**config.mk**
```make
export PLATFORM = sky130hd
export DESIGN_NAME = silhouette_extreme_point_scan_core
export DESIGN_NICKNAME = d
export VERILOG_FILES = /design/src/sv/sepsc_pkg.sv /design/src/sv/sepsc_front.sv /design/src/sv/sepsc_queue.sv /design/src/sv/sepsc_back.sv /design/src/sv/silhouette_extreme_point_scan_core.sv
export SDC_FILE = /design/constraint.sdc
export NUM_CORES = 1
export LEC_CHECK = 0
export BUFFER_PORTS_ARGS = -buffer_cell sky130_fd_sc_hd__buf_2
export CAP_MARGIN = 20
export CORE_MARGIN = 4
export CORE_UTILIZATION = 25
export CTS_CLUSTER_SIZE = 16
export DETAILED_ROUTE_END_ITERATION = 10
export SKIP_LAST_GASP = 1
export SLEW_MARGIN = 20
export SYNTH_ARGS = -nofsm -noshare
export SYNTH_HDL_FRONTEND = slang
export SYNTH_SLANG_ARGS = --single-unit
```
**constraint.sdc**
```tcl
create_clock -name aclk -period 6.3 [get_ports aclk]
set_input_delay 0.63 -clock aclk [delete_from_list [all_inputs] [get_ports aclk]]
set_output_delay 0.63 -clock aclk [all_outputs]
set_load 0.02 [all_outputs]
```
**src/sv/sepsc_pkg.sv**
```systemverilog
// Shared constants, types and helpers of the silhouette extreme-point scan.
`default_nettype none
package sepsc_pkg;

    // Default coordinate width of column and row fields.
    localparam int COORD_BITS_DEFAULT = 12;

    // Fixed widths of the configuration registers.
    localparam int MODE_W     = 2;
    localparam int DIM_W      = 13;
    localparam int ROW_W      = 12;
    localparam int CFG_IDX_W  = 3;
    localparam int CFG_DATA_W = 13;
    localparam int PIX_W      = 8;

    // Depth of the row-event queue between front and back.
    localparam int QUEUE_DEPTH = 4;

    // Scan modes.
    localparam logic [MODE_W-1:0] MODE_HIP  = 2'd0;
    localparam logic [MODE_W-1:0] MODE_KNEE = 2'd1;

    // Configuration register indexes.
    typedef enum logic [CFG_IDX_W-1:0] {
        REG_SCAN_MODE    = 3'd0,
        REG_IMAGE_WIDTH  = 3'd1,
        REG_IMAGE_HEIGHT = 3'd2,
        REG_FIRST_ROW    = 3'd3,
        REG_STOP_ROW     = 3'd4,
        REG_COLUMN_LIMIT = 3'd5
    } reg_idx_t;

    // Reset values of the configuration registers.
    localparam logic [MODE_W-1:0] RST_SCAN_MODE    = MODE_HIP;
    localparam logic [DIM_W-1:0]  RST_IMAGE_WIDTH  = 13'd640;
    localparam logic [DIM_W-1:0]  RST_IMAGE_HEIGHT = 13'd480;
    localparam logic [ROW_W-1:0]  RST_FIRST_ROW    = 12'd0;
    localparam logic [DIM_W-1:0]  RST_STOP_ROW     = 13'd480;
    localparam logic [ROW_W-1:0]  RST_COLUMN_LIMIT = 12'd4095;

    // Configuration as seen by front and back.
    typedef struct packed {
        logic [MODE_W-1:0] scan_mode;
        logic [DIM_W-1:0]  image_width;
        logic [DIM_W-1:0]  image_height;
        logic [ROW_W-1:0]  first_row;
        logic [DIM_W-1:0]  stop_row;
        logic [ROW_W-1:0]  column_limit;
    } cfg_t;

    // Width that holds both a coordinate result and a configured dimension.
    function automatic int val_width(input int coord_bits);
        return (coord_bits + 1 > DIM_W) ? coord_bits + 1 : DIM_W;
    endfunction

endpackage
`default_nettype wire

```
**src/sv/sepsc_front.sv**
```systemverilog
// Front part: tracks the per-row extreme column and emits one event per closed row.
`default_nettype none
module sepsc_front #(
    parameter int COORD_BITS = sepsc_pkg::COORD_BITS_DEFAULT
) (
    input  wire                            aclk,
    input  wire                            aresetn,
    input  wire                            clear,
    input  wire sepsc_pkg::cfg_t           cfg,
    input  wire                            in_valid,
    output logic                           in_ready,
    input  wire  [sepsc_pkg::PIX_W-1:0]    pixel_value,
    input  wire  [COORD_BITS-1:0]          column,
    input  wire  [COORD_BITS-1:0]          row,
    input  wire                            frame_end,
    input  wire                            q_full,
    output logic                           q_push,
    output logic [2*COORD_BITS+1:0]        q_data
);

    localparam int VAL_W = sepsc_pkg::val_width(COORD_BITS);

    logic [COORD_BITS-1:0] ext_col_reg, ext_col_next;
    logic                  has_fg_reg, has_fg_next;
    logic [VAL_W-1:0]      col_v, width_v;
    logic                  is_fg, better, row_close, accept;

    assign in_ready = !q_full;
    assign accept   = in_valid && in_ready;

    // Per-pixel extreme update and row-close detection.
    always_comb begin
        col_v   = VAL_W'(column);
        width_v = VAL_W'(cfg.image_width);
        is_fg   = (col_v < width_v) && (pixel_value != '0);
        if (cfg.scan_mode == sepsc_pkg::MODE_HIP) begin
            better = column < ext_col_reg;
        end else begin
            better = column > ext_col_reg;
        end
        ext_col_next = ext_col_reg;
        has_fg_next  = has_fg_reg;
        if (is_fg && (!has_fg_reg || better)) begin
            ext_col_next = column;
        end
        if (is_fg) begin
            has_fg_next = 1'b1;
        end
        row_close = frame_end || ((width_v != '0) && (col_v == width_v - VAL_W'(1)));
        q_push    = accept && row_close;
        q_data    = {frame_end, has_fg_next, row, ext_col_next};
    end

    // Row state: cleared at reset, when a row closes or when the scan restarts.
    always_ff @(posedge aclk) begin
        if (!aresetn || clear) begin
            ext_col_reg <= '0;
            has_fg_reg  <= 1'b0;
        end else if (accept) begin
            if (row_close) begin
                ext_col_reg <= '0;
                has_fg_reg  <= 1'b0;
            end else begin
                ext_col_reg <= ext_col_next;
                has_fg_reg  <= has_fg_next;
            end
        end
    end

endmodule
`default_nettype wire

```
**src/sv/sepsc_queue.sv**
```systemverilog
// Small register queue that carries row events from front to back.
`default_nettype none
module sepsc_queue #(
    parameter int DATA_W = 8,
    parameter int DEPTH  = sepsc_pkg::QUEUE_DEPTH
) (
    input  wire               aclk,
    input  wire               aresetn,
    input  wire               push,
    input  wire  [DATA_W-1:0] push_data,
    output logic              full,
    input  wire               pop,
    output logic [DATA_W-1:0] pop_data,
    output logic              not_empty
);

    localparam int PTR_W = (DEPTH > 1) ? $clog2(DEPTH) : 1;
    localparam int CNT_W = $clog2(DEPTH + 1);

    logic [DATA_W-1:0] slot_reg [DEPTH];
    logic [PTR_W-1:0]  wr_ptr_reg, rd_ptr_reg;
    logic [CNT_W-1:0]  count_reg;

    assign full      = count_reg == CNT_W'(DEPTH);
    assign not_empty = count_reg != '0;
    assign pop_data  = slot_reg[rd_ptr_reg];

    // Storage, written at the tail.
    always_ff @(posedge aclk) begin
        if (push) begin
            slot_reg[wr_ptr_reg] <= push_data;
        end
    end

    // Pointers and fill count.
    always_ff @(posedge aclk) begin
        if (!aresetn) begin
            wr_ptr_reg <= '0;
            rd_ptr_reg <= '0;
            count_reg  <= '0;
        end else begin
            if (push) begin
                wr_ptr_reg <= (wr_ptr_reg == PTR_W'(DEPTH - 1)) ? '0 : wr_ptr_reg + PTR_W'(1);
            end
            if (pop) begin
                rd_ptr_reg <= (rd_ptr_reg == PTR_W'(DEPTH - 1)) ? '0 : rd_ptr_reg + PTR_W'(1);
            end
            if (push && !pop) begin
                count_reg <= count_reg + CNT_W'(1);
            end else if (pop && !push) begin
                count_reg <= count_reg - CNT_W'(1);
            end
        end
    end

endmodule
`default_nettype wire

```
**src/sv/sepsc_back.sv**
```systemverilog
// Back part: applies the mode's extreme-point rule per row and issues the frame result.
`default_nettype none
module sepsc_back #(
    parameter int COORD_BITS = sepsc_pkg::COORD_BITS_DEFAULT
) (
    input  wire                        aclk,
    input  wire                        aresetn,
    input  wire                        restart,
    input  wire sepsc_pkg::cfg_t       cfg,
    input  wire                        q_not_empty,
    input  wire  [2*COORD_BITS+1:0]    q_data,
    output logic                       q_pop,
    output logic                       out_valid,
    input  wire                        out_ready,
    output logic [COORD_BITS:0]        point_x,
    output logic [COORD_BITS:0]        point_y,
    output logic                       point_found
);

    localparam int VAL_W = sepsc_pkg::val_width(COORD_BITS);
    localparam int OUT_W = COORD_BITS + 1;

    logic [VAL_W-1:0] best_col_reg, best_row_reg, tie_col_reg, tie_row_reg;
    logic             tie_valid_reg, run_active_reg, fin_reg, out_valid_reg;
    logic [OUT_W-1:0] point_x_reg, point_y_reg;
    logic             point_found_reg;

    logic [COORD_BITS-1:0] ev_x, ev_row;
    logic                  ev_had, ev_last;
    logic [VAL_W-1:0]      x_v, row_v, init_col, init_row;
    logic                  in_window, improves, ties, toe_take, out_free;
    logic [VAL_W:0]        row_sum;
    logic [VAL_W-1:0]      py_v;
    logic                  found;

    assign {ev_last, ev_had, ev_row, ev_x} = q_data;
    assign out_free    = !out_valid_reg || out_ready;
    assign q_pop       = q_not_empty && !fin_reg && !restart;
    assign out_valid   = out_valid_reg;
    assign point_x     = point_x_reg;
    assign point_y     = point_y_reg;
    assign point_found = point_found_reg;

    // Row rule decision and frame result from the held state.
    always_comb begin
        x_v       = VAL_W'(ev_x);
        row_v     = VAL_W'(ev_row);
        in_window = ev_had && (row_v >= VAL_W'(cfg.first_row))
                    && (row_v < VAL_W'(cfg.stop_row));
        if (cfg.scan_mode == sepsc_pkg::MODE_HIP) begin
            improves = x_v < best_col_reg;
        end else begin
            improves = x_v > best_col_reg;
        end
        ties     = run_active_reg && (x_v == best_col_reg);
        toe_take = (x_v <= VAL_W'(cfg.column_limit)) && (x_v < best_col_reg);
        if (cfg.scan_mode == sepsc_pkg::MODE_KNEE) begin
            init_col = '0;
            init_row = '0;
            found    = best_col_reg != '0;
        end else begin
            init_col = VAL_W'(cfg.image_width);
            init_row = VAL_W'(cfg.image_height);
            found    = best_col_reg != VAL_W'(cfg.image_width);
        end
        row_sum = {1'b0, tie_row_reg} + {1'b0, best_row_reg};
        if (tie_valid_reg && (tie_col_reg == best_col_reg)) begin
            py_v = row_sum[VAL_W:1];
        end else begin
            py_v = best_row_reg;
        end
    end

    // Output payload, taken when the frame result is issued.
    always_ff @(posedge aclk) begin
        if (fin_reg && out_free && !restart) begin
            point_x_reg     <= best_col_reg[OUT_W-1:0];
            point_y_reg     <= py_v[OUT_W-1:0];
            point_found_reg <= found;
        end
    end

    // Scan state, frame finish flag and output valid.
    always_ff @(posedge aclk) begin
        if (!aresetn) begin
            best_col_reg   <= VAL_W'(sepsc_pkg::RST_IMAGE_WIDTH);
            best_row_reg   <= VAL_W'(sepsc_pkg::RST_IMAGE_HEIGHT);
            tie_col_reg    <= '0;
            tie_row_reg    <= '0;
            tie_valid_reg  <= 1'b0;
            run_active_reg <= 1'b0;
            fin_reg        <= 1'b0;
            out_valid_reg  <= 1'b0;
        end else begin
            // A result beat is raised when the frame finishes and dropped once taken.
            if (fin_reg && out_free && !restart) begin
                out_valid_reg <= 1'b1;
            end else if (out_ready) begin
                out_valid_reg <= 1'b0;
            end
            priority if (restart) begin
                best_col_reg   <= init_col;
                best_row_reg   <= init_row;
                tie_col_reg    <= '0;
                tie_row_reg    <= '0;
                tie_valid_reg  <= 1'b0;
                run_active_reg <= 1'b0;
                fin_reg        <= 1'b0;
            end else if (fin_reg) begin
                if (out_free) begin
                    best_col_reg   <= init_col;
                    best_row_reg   <= init_row;
                    tie_col_reg    <= '0;
                    tie_row_reg    <= '0;
                    tie_valid_reg  <= 1'b0;
                    run_active_reg <= 1'b0;
                    fin_reg        <= 1'b0;
                end
            end else if (q_pop) begin
                // Apply the mode rule to a closed row inside the window.
                if (in_window) begin
                    if ((cfg.scan_mode == sepsc_pkg::MODE_HIP)
                        || (cfg.scan_mode == sepsc_pkg::MODE_KNEE)) begin
                        if (improves) begin
                            best_col_reg   <= x_v;
                            best_row_reg   <= row_v;
                            run_active_reg <= 1'b1;
                        end else if (ties) begin
                            tie_col_reg   <= x_v;
                            tie_row_reg   <= row_v;
                            tie_valid_reg <= 1'b1;
                        end else begin
                            run_active_reg <= 1'b0;
                        end
                    end else if (toe_take) begin
                        best_col_reg <= x_v;
                        best_row_reg <= row_v;
                    end
                end
                fin_reg <= ev_last;
            end
        end
    end

endmodule
`default_nettype wire

```
**src/sv/silhouette_extreme_point_scan_core.sv**
```systemverilog
// Top level of the silhouette extreme-point scan: configuration registers and stream ports.
// Pixels of a binary silhouette enter in raster order on the s_ stream, one beat per clock
// while s_tready is high; the front keeps each row's first or last foreground column and
// hands one event per closed row to a four-entry queue, and the back applies the hip, knee
// or toe rule and sends one result beat on the m_ stream per frame. The frame_end beat
// reaches m_tvalid through a queue slot, fin_reg and out_valid_reg. The back takes no row
// event while it issues a result, so it drains the queue more slowly than one event per
// clock when frames end often. s_tready falls only when the queue fills: while the m_ side
// holds a result unaccepted, or when rows close and frames end on nearly every beat, as with
// very narrow images. A configuration write abandons the image in progress; the back reloads
// its scan state in the cycle after the write and after reset, and takes no row event then.
`default_nettype none
module silhouette_extreme_point_scan_core #(
    parameter int COORD_BITS = sepsc_pkg::COORD_BITS_DEFAULT,
    parameter int S_DATA_W   = ((sepsc_pkg::PIX_W + 2 * COORD_BITS + 7) / 8) * 8,
    parameter int M_DATA_W   = ((2 * (COORD_BITS + 1) + 7) / 8) * 8
) (
    input  wire                                aclk,
    input  wire                                aresetn,
    // Configuration write channel.
    input  wire                                cfg_valid,
    output logic                               cfg_ready,
    input  wire  [sepsc_pkg::CFG_IDX_W-1:0]    cfg_index,
    input  wire  [sepsc_pkg::CFG_DATA_W-1:0]   cfg_data,
    // Pixel stream.
    input  wire                                s_tvalid,
    output logic                               s_tready,
    input  wire  [S_DATA_W-1:0]                s_tdata,  // pixel_value, column, row
    input  wire                                s_tlast,  // frame_end
    // Result stream.
    output logic                               m_tvalid,
    input  wire                                m_tready,
    output logic [M_DATA_W-1:0]                m_tdata,  // point_x, point_y
    output logic                               m_tuser   // point_found
);

    localparam int PIX_W  = sepsc_pkg::PIX_W;
    localparam int OUT_W  = COORD_BITS + 1;
    localparam int EV_W   = 2 * COORD_BITS + 2;

    sepsc_pkg::cfg_t    cfg_reg;
    logic               restart_reg;
    logic               cfg_we;
    logic               q_push, q_full, q_pop, q_not_empty;
    logic [EV_W-1:0]    q_push_data, q_pop_data;
    logic [OUT_W-1:0]   point_x, point_y;
    logic               point_found;

    assign cfg_ready = 1'b1;
    assign cfg_we    = cfg_valid && cfg_ready
                       && (cfg_index <= sepsc_pkg::CFG_IDX_W'(sepsc_pkg::REG_COLUMN_LIMIT));

    // Configuration registers and the restart pulse for the back.
    always_ff @(posedge aclk) begin
        if (!aresetn) begin
            cfg_reg.scan_mode    <= sepsc_pkg::RST_SCAN_MODE;
            cfg_reg.image_width  <= sepsc_pkg::RST_IMAGE_WIDTH;
            cfg_reg.image_height <= sepsc_pkg::RST_IMAGE_HEIGHT;
            cfg_reg.first_row    <= sepsc_pkg::RST_FIRST_ROW;
            cfg_reg.stop_row     <= sepsc_pkg::RST_STOP_ROW;
            cfg_reg.column_limit <= sepsc_pkg::RST_COLUMN_LIMIT;
            restart_reg          <= 1'b1;
        end else begin
            restart_reg <= cfg_we;
            if (cfg_we) begin
                unique case (sepsc_pkg::reg_idx_t'(cfg_index))
                    sepsc_pkg::REG_SCAN_MODE: begin
                        cfg_reg.scan_mode <= cfg_data[sepsc_pkg::MODE_W-1:0];
                    end
                    sepsc_pkg::REG_IMAGE_WIDTH: begin
                        cfg_reg.image_width <= cfg_data[sepsc_pkg::DIM_W-1:0];
                    end
                    sepsc_pkg::REG_IMAGE_HEIGHT: begin
                        cfg_reg.image_height <= cfg_data[sepsc_pkg::DIM_W-1:0];
                    end
                    sepsc_pkg::REG_FIRST_ROW: begin
                        cfg_reg.first_row <= cfg_data[sepsc_pkg::ROW_W-1:0];
                    end
                    sepsc_pkg::REG_STOP_ROW: begin
                        cfg_reg.stop_row <= cfg_data[sepsc_pkg::DIM_W-1:0];
                    end
                    sepsc_pkg::REG_COLUMN_LIMIT: begin
                        cfg_reg.column_limit <= cfg_data[sepsc_pkg::ROW_W-1:0];
                    end
                    default: begin
                        cfg_reg <= cfg_reg;
                    end
                endcase
            end
        end
    end

    sepsc_front #(
        .COORD_BITS (COORD_BITS)
    ) u_front (
        .aclk        (aclk),
        .aresetn     (aresetn),
        .clear       (cfg_we),
        .cfg         (cfg_reg),
        .in_valid    (s_tvalid),
        .in_ready    (s_tready),
        .pixel_value (s_tdata[PIX_W-1:0]),
        .column      (s_tdata[PIX_W+COORD_BITS-1:PIX_W]),
        .row         (s_tdata[PIX_W+2*COORD_BITS-1:PIX_W+COORD_BITS]),
        .frame_end   (s_tlast),
        .q_full      (q_full),
        .q_push      (q_push),
        .q_data      (q_push_data)
    );

    sepsc_queue #(
        .DATA_W (EV_W),
        .DEPTH  (sepsc_pkg::QUEUE_DEPTH)
    ) u_queue (
        .aclk      (aclk),
        .aresetn   (aresetn),
        .push      (q_push),
        .push_data (q_push_data),
        .full      (q_full),
        .pop       (q_pop),
        .pop_data  (q_pop_data),
        .not_empty (q_not_empty)
    );

    sepsc_back #(
        .COORD_BITS (COORD_BITS)
    ) u_back (
        .aclk        (aclk),
        .aresetn     (aresetn),
        .restart     (restart_reg),
        .cfg         (cfg_reg),
        .q_not_empty (q_not_empty),
        .q_data      (q_pop_data),
        .q_pop       (q_pop),
        .out_valid   (m_tvalid),
        .out_ready   (m_tready),
        .point_x     (point_x),
        .point_y     (point_y),
        .point_found (point_found)
    );

    // Result beat packing; the padding bits above the payload are zero.
    assign m_tdata = M_DATA_W'({point_y, point_x});
    assign m_tuser = point_found;

endmodule
`default_nettype wire

```
==> results summary, run 1 <==
The Yosys step of the flow raised 0 warnings. The clock reaches the later pin of the worst-skew pair after ~0.57 ns. The die covers between 50,000 and 60,000 sq um. The critical path goes through buf_4, mux4_2, ha_1, nand4b_1, nor3_1, nor2_1, mux2_2, a31oi_1, a21o_1, a221oi_1. After detailed routing, no signal wire sits above met4.

Entering global routing, the biggest net connects 44 pins. The clock-pin slew on the worst setup and hold paths came out at roughly 0.07 ns. The detailed placement HPWL is 27.34 mm.

The arrival time at the worst endpoint came out at approximately 5 ns. The critical-path maximum fanout came out at 24. The gate count of the mapped netlist came out at 1,200. Buffers placed on the I/O ports in this run total 82. Of the synthesized area, sequential elements account for 0.5080. The clock net in this run drives a total of between 200 and 300 sinks. The sum of met2 wire segment lengths after detailed routing is approximately 18 mm. For this run the aggregate overflow at the end of global routing stands at 0. The worst setup path is launched from a flop. The total design power came out at roughly 4.4 mW. The run finished with clean final reports. The number of pins with negative max-slew slack in the final report came out at 0.

The initial antenna violation count is 1. The amount of wire on met3 after detailed routing is between 2 and 2.5 mm. Across the run, the number of max-cap violations was 0. Timing would allow up to 219.2 MHz.

The via count normalized by instance count is around 4.8. The dominant synthesized flop cell is sky130_fd_sc_hd__dfxtp_1. The hold buffer count at CTS came out at 0. The number of optimization iterations in the first detailed-route pass came out at 8. The slowest stage of the critical path belongs to the cell sky130_fd_sc_hd__dfxtp_1. The die is about 240 microns tall. The number of buffers inserted during clock tree synthesis came out at 28. The tightest min-delay check is of the in -> reg type. STA classifies the critical path endpoint as a flop. Data on the critical path is required at its endpoint by roughly 6.7 ns.

The worst-case headroom to the max-slew limit is 0.3183. Post-CTS repair changed the size of 0 cells. The H-tree depth is 1. The wire length the detailed router placed on met1 came out at approximately 16 mm. The initial cell density of the core came out at 0.2533. The clock period could shrink to around 4.6 ns. The total wirelength of the detailed-routed design came out at ~37 mm. The power density of the placed cells is between 200 and 300 nW/um^2. The die width came out at about 240 microns. The area added between synthesis and finish is 15.93%.

Between clock sinks in the finished design, the worst skew comes to roughly 0.022 ns. The number of global-route vias before repair is ~9,200. The row count is 84. The static leakage power is 5.793 nW. Setup violations remaining at the end of the flow were counted as 0. The maximum vdd drop came out at between 150 and 200 uV. At the end of routability-driven placement, the weighted congestion stood at approximately 0.83.

The netlist area before placement is 13,340 sq um. The actual slew at the worst max-slew pin is between 1 and 1.5 ns. The register with the most flip-flops in the layout has between 100 and 150 of them. Each instance of the synthesized netlist takes up on average around 11 sq um. The proportion of synthesized flip-flops having asynchronous set or reset came out at 0.

The remaining antenna violation count came out at 0. The layout cell share with drive strength beyond 1 came out at 0.1562. Setup total negative slack on the finished layout was measured at 0 ns.

The critical path is of the reg -> reg type. The library cell used as clock root buffer is sky130_fd_sc_hd__clkbuf_16. TritonCTS built the clock tree.

The total vias in the final route came out at roughly 9,500. For this design the top-level I/O count stands at 90. The number of synthesized flops with an enable pin is between 100 and 150. The iteration-0 DRC count of the detailed router is ~770. Setup repair after global routing left no endpoint under its margin. In the global route stage, overall resource usage came out at 0.1259. Setup slack closes at 1.739 ns. The net count reported at finish is 1,416.

Post-CTS timing repair inserted 0 buffers for setup. The final hold violation count came to 0. The number of library cell types mapped by synthesis came out at between 60 and 70.

The placeable core region is 52,660 sq um. Counting flops and latches in the post-synthesis netlist gives about 270. The first-pass GRT wire length is between 50 and 60 mm. The critical path's largest stage delay is roughly 0.95 ns. Before CTS, the worst setup slack after placement is 1.782 ns. Dividing the final minimum period by the clock period gives 0.7240. The maximum root-to-sink buffer count came out at 3. The count of inserted antenna diode cells is 0. The average routed wire per standard cell is between 15 and 20 microns. The total DRC errors in the routed layout is 0.
[area by class of cell]
class / instances / area [sq um]
Sequential cell: 273 / 6778
Clock inverter: 15 / 166.4
Inverter: 92 / 345.3
Fill cell: 5389 / 37190
Clock buffer: 37 / 818.3
Timing Repair Buffer: 96 / 515.5
Multi-Input combinational cell: 780 / 5979
Tap cell: 688 / 860.8
[stage by stage]
step                      instances    util  cell area (sq um)  hold WS (ns)
after global placement         1929  0.2749              14480        0.4531
after CTS                      1981  0.2936              15460        0.2557
after global routing           1981  0.2937              15460        0.2664
after detailed placement       1929  0.2749              14480        0.4455
after floorplan                1205       -              13360        0.4318
final                          1981  0.2937              15460        0.2843
[critical path: cells and delay by family (launching register included)]
family                     cells  cell delay (ns)
AOI/OAI and AO/OA              3             1.38
adders and majority gates      1             0.35
buffers and inverters          1             0.34
DFF                            1             0.95
muxes                          2             0.71
and+or+nand+nor                3             0.65
[layout by cell type, fill, tap and decap left out, drive strengths merged, types with 26 or more instances in the layout]
master	netlist	final
a22o	36	36
edfxtp	131	131
a21oi	29	29
clkbuf	44	37
mux4	26	26
nor2	36	36
nand2	148	148
ha	89	89
xnor2	27	27
o21ai	29	29
inv	92	92
buf	16	96
a21boi	52	52
dfxtp	142	142
[layer usage]
metal  vias up  global-route usage
met5         -                   0
met4         0             0.02378
met3        48             0.02134
met2       280              0.2133
met1      4605              0.1714
li1       4523                   -
[cells in the mapped netlist (13+ instances only)]
master,instances,area [sq um]
sky130_fd_sc_hd__nor2b_1,20,125.1
sky130_fd_sc_hd__clkbuf_1,44,165.2
sky130_fd_sc_hd__nand3_1,16,80.08
sky130_fd_sc_hd__dfxtp_1,142,2843
sky130_fd_sc_hd__nand2_1,148,555.5
sky130_fd_sc_hd__nor3_1,19,95.09
sky130_fd_sc_hd__a21oi_1,29,145.1
sky130_fd_sc_hd__ha_1,89,1114
sky130_fd_sc_hd__edfxtp_1,131,3934
sky130_fd_sc_hd__and3_1,22,137.6
sky130_fd_sc_hd__xnor2_1,27,236.5
sky130_fd_sc_hd__mux2_2,16,180.2
sky130_fd_sc_hd__inv_1,92,345.3
sky130_fd_sc_hd__a21boi_0,52,390.4
sky130_fd_sc_hd__o211ai_1,20,150.1
sky130_fd_sc_hd__a21o_1,14,105.1
sky130_fd_sc_hd__nand4_1,15,93.84
sky130_fd_sc_hd__a22o_1,36,315.3
sky130_fd_sc_hd__nor2_1,36,135.1
sky130_fd_sc_hd__xor2_1,21,183.9
sky130_fd_sc_hd__a221o_1,18,180.2
sky130_fd_sc_hd__o21ai_0,28,140.1
sky130_fd_sc_hd__mux4_2,26,585.6
sky130_fd_sc_hd__nor4_1,13,81.33
[kinds of logic after synthesis]
logic type / Yosys count / synth area share
AOI/OAI and AO/OA: 247 / 0.1381
xor gates and xnor gates: 48 / 0.03152
adders and majority gates: 91 / 0.08648
buffers and inverters: 152 / 0.04718
DFF: 273 / 0.5080
muxes: 50 / 0.06341
other: 2 / 0.0005630
and+or+nand+nor: 337 / 0.1248
[power breakdown]
part           internal (mW)  total, mW  switching, mW
sequential              1.93       1.99         0.0592
clock                   1.04       1.75          0.714
combinational          0.279      0.663          0.383
[worst paths after layout]
check / from / endpoint / slack [ns] / depth (start not counted)
min: s_tdata[21] / u_queue.slot_reg[2][13] / 0.28 / 1
max reg2reg: flop / u_back.best_col_reg[7] / 1.74 / 10
max: flop / u_back.best_col_reg[7] / 1.74 / 10
min reg2reg: u_back.tie_valid_reg / u_back.tie_valid_reg / 0.46 / 2
Power figures use the tool's default switching activity.
==> inputs of run 2 (changes only) <==
==> constraint.sdc (replaced) <==
create_clock -name aclk -period 4.4 [get_ports aclk]
set_input_delay 0.44 -clock aclk [delete_from_list [all_inputs] [get_ports aclk]]
set_output_delay 0.44 -clock aclk [all_outputs]
set_load 0.02 [all_outputs]
==> run 2 against run 1 <==
  * Critical path depth is 2 higher
  * Worst setup slack got worse by 1.3 ns
  * Non-clock buffer count grew 20
  * Sequential share of layout area shrank 0.54 points
  * Global-route usage about the same
  * Sequential power grew 42%
  * Worst hold slack worse by 0.18 ns
  * Final area rose by 1.2%
  * Critical path type unchanged
  * Critical endpoint is now u_queue.count_reg[2]
==> results summary, run 2 (synthesis results as in run 1) <==
The average routed wire per standard cell is 18.42 microns (-0.85%). The capturing point of the worst reg2reg path is u_queue.count_reg[2]. The area of placed instances was 14,690 sq um (+1.5%). The flow ran to the end, and the final reports show no timing, DRC or antenna violations. In this run the clock root is driven by a sky130_fd_sc_hd__clkbuf_16. The final hold violation count came out at 0 (unchanged). The I/O pin total came out at 90 (unchanged). The overall track demand over capacity in global routing is 0.1262 (+0.0002615). The tightest min-delay check is of the in -> reg type. The maximum vdd drop came to 235.4 uV (+29%).

The sum of overflow across all layers after global routing came out at 0 (unchanged). The pin count of the biggest net entering global routing came out at 78 (+77%). The slack of the worst reg-to-reg path came out at 0.41 ns (-1.33 ns). The number of endpoints failing setup at the final stage is 0 (unchanged). The placeable core region was 52,660 sq um (unchanged). The kind of start point of the critical path is a flop.

The power density of the placed cells was 401.3 nW/um^2 (+41%). The H-tree depth came out at 1 (unchanged). The worst-case headroom to the max-slew limit was 0.3274 (+0.009155).

The number of cell instances on the worst register-to-register path came to 12 (+2). The net count reported at finish is 1,435 (+1.3%). The startpoint identified for the worst hold timing path is s_tdata[25]. The iteration-0 DRC count of the detailed router is 777 (+0.52%).

The sum of met2 wire segment lengths after detailed routing came to 17.30 mm (-2.6%). The static leakage power was 5.926 nW (+2.3%). The number of buffers added on ports was 82 (unchanged). The post-CTS setup buffer count came to 0 (unchanged). The remaining antenna violation count came out at 0 (unchanged). The total DRC errors in the routed layout is 0 (unchanged). The hold buffer count at CTS came to 0 (unchanged). The initial cell density of the core came out at 0.2533 (unchanged). The number of optimization iterations in the first detailed-route pass is 5 (-3). The worst setup path is captured at a flop. The end-of-flow core utilization was 0.2973 (+0.003635).

The number of violations of the max-capacitance limit came out at 0 (unchanged). The clock period minus final worst setup slack came out at 3.986 ns (-0.5750 ns). The row count came to 84 (unchanged). The number of buffers inserted during clock tree synthesis is 27 (-3.6%). In the layout the commonest cells are sky130_fd_sc_hd__nand2_1, sky130_fd_sc_hd__dfxtp_1, sky130_fd_sc_hd__edfxtp_1, sky130_fd_sc_hd__inv_1, sky130_fd_sc_hd__ha_1. The wire length the detailed router placed on met1 came to 16.53 mm (+1.8%).

The final weighted congestion of routability-driven global placement came to 0.9034 (+9.2%). The clock-pin slew on the worst setup and hold paths came out at 0.07 ns (about the same). The number of global-route vias before repair came out at 9,413 (+2.0%).

The first-pass GRT wire length came out at 56.31 mm (+0.60%). The via count normalized by instance count is 4.781 (+0.17%). The arrival time at the worst endpoint came out at 4.45 ns (-0.50 ns). The reg-to-reg critical path startpoint is cfg_reg[50]. The die height is 239.0 microns (unchanged).

The actual slew at the worst max-slew pin came out at 1.009 ns (-0.01373 ns). TritonCTS built the clock tree. The number of pins with negative max-slew slack in the final report came out at 0 (unchanged). The total vias in the final route is 9,558 (+1.1%). The initial antenna violation count is 0 (-1). The total wirelength of the detailed-routed design is 36.82 mm (about the same). The clock latency of the later-clocked register in the worst-skew pair is 0.56 ns (about the same).

The capture endpoint of the worst hold path is u_queue.slot_reg[3][17]. The detailed router used layers up to and including met4. The final instance area came out at 15,660 sq um (+1.2%). The flip-flop count of the largest register after layout is 104 (unchanged).

The maximum clock skew at final layout came out at 0.01906 ns (-0.002737 ns). The detailed placement HPWL is 27.21 mm (-0.46%). The area added between synthesis and finish came out at 17.36%. The data required time at the worst endpoint is 4.87 ns (-1.81 ns).

The post-cts sizing count is 0 (unchanged). The post-route fraction of the period consumed by the critical path came to 0.9059 (+0.1819). The critical-path maximum fanout is 6 (-75%). The most common cell after layout, fill and taps aside is sky130_fd_sc_hd__nand2_1. The layout cell share with drive strength beyond 1 is 0.1693 (+0.01311). The count of inserted antenna diode cells is 0 (unchanged). The die width is 239.0 microns (unchanged).

The amount of wire on met3 after detailed routing is 2.079 mm (-5.1%). The maximum root-to-sink buffer count came out at 3 (unchanged). The start-to-end type of the worst setup path is reg -> reg. The die area came to 57,120 sq um (unchanged). The highest clock frequency the design can meet was 250.9 MHz (+14%). The total number of clock tree sinks came out at 273 (unchanged). The cell depth of the worst hold path came out at 1 (unchanged). Setup repair after global routing left no endpoint under its margin. The setup TNS is 0 ns (unchanged).
[run 2: cell types whose count changed in the layout (fill, tap and decap cells not counted), sizes merged]
cell	delta
clkinv	+2
clkbuf	-2
bufinv	-1
clkinvlp	-4
inv	+3
buf	+20
[run 2: routing by layer]
metal	vias to the layer above	global-route usage
li1	4561	-
met1	4646	0.1725
met2	287	0.2112
met3	64	0.01961
met4	0	0.02956
met5	-	0
[run 2: how the worst max path moves through the flow]
stage	endpoint	cells after the start	start
6_report	u_queue.count_reg[2]	12	cfg_reg[50]
5_1_grt	u_queue.count_reg[2]	12	cfg_reg[50]
4_1_cts	u_queue.count_reg[2]	12	cfg_reg[50]
3_5_place_dp	u_queue.count_reg[2]	12	cfg_reg[50]
3_3_place_gp	u_back.best_col_reg[1]	12	flop
2_1_floorplan	u_back.tie_col_reg[10]	14	flop
[run 2: area by class of cell]
| class | count | area, sq um |
|---|---|---|
| Clock buffer | 35 | 830.8 |
| Clock inverter | 15 | 135.1 |
| Fill cell | 5366 | 37000 |
| Inverter | 92 | 345.3 |
| Multi-Input combinational cell | 780 | 5977 |
| Sequential cell | 273 | 6778 |
| Tap cell | 688 | 860.8 |
| Timing Repair Buffer | 116 | 728.2 |
[run 2: through the flow]
step                      worst slack (ns)  power, mW  instances  hold WS [ns]
after floorplan                     0.2345      3.541       1205        0.4318
after global placement              0.5641      3.862       1949        0.4474
after detailed placement            0.4615      3.886       1949        0.4471
after CTS                           0.4263      6.349       1999       0.07210
after global routing               0.07325      6.571       1999       0.08199
final                               0.4139      6.283       1999        0.1025
[run 2: critical path, stage by stage (launching register included)]
cell                        delay, ns
sky130_fd_sc_hd__dfxtp_1         0.36
sky130_fd_sc_hd__or4_1           0.62
sky130_fd_sc_hd__nor4_1          0.43
sky130_fd_sc_hd__a211oi_1        0.14
sky130_fd_sc_hd__or3b_1          0.37
sky130_fd_sc_hd__a2111oi_1       0.49
sky130_fd_sc_hd__o21a_1          0.23
sky130_fd_sc_hd__ha_1            0.20
sky130_fd_sc_hd__inv_1           0.06
sky130_fd_sc_hd__fa_1            0.37
sky130_fd_sc_hd__xor2_1          0.15
sky130_fd_sc_hd__or3_1           0.30
sky130_fd_sc_hd__a21boi_0        0.18
[run 2: power breakdown]
part	internal, mW	leakage, nW	total, mW	switching, mW
logic	0.419	3.10	1.01	0.589
clock network	1.45	0.486	2.46	1.00
registers	2.76	2.34	2.82	0.0545
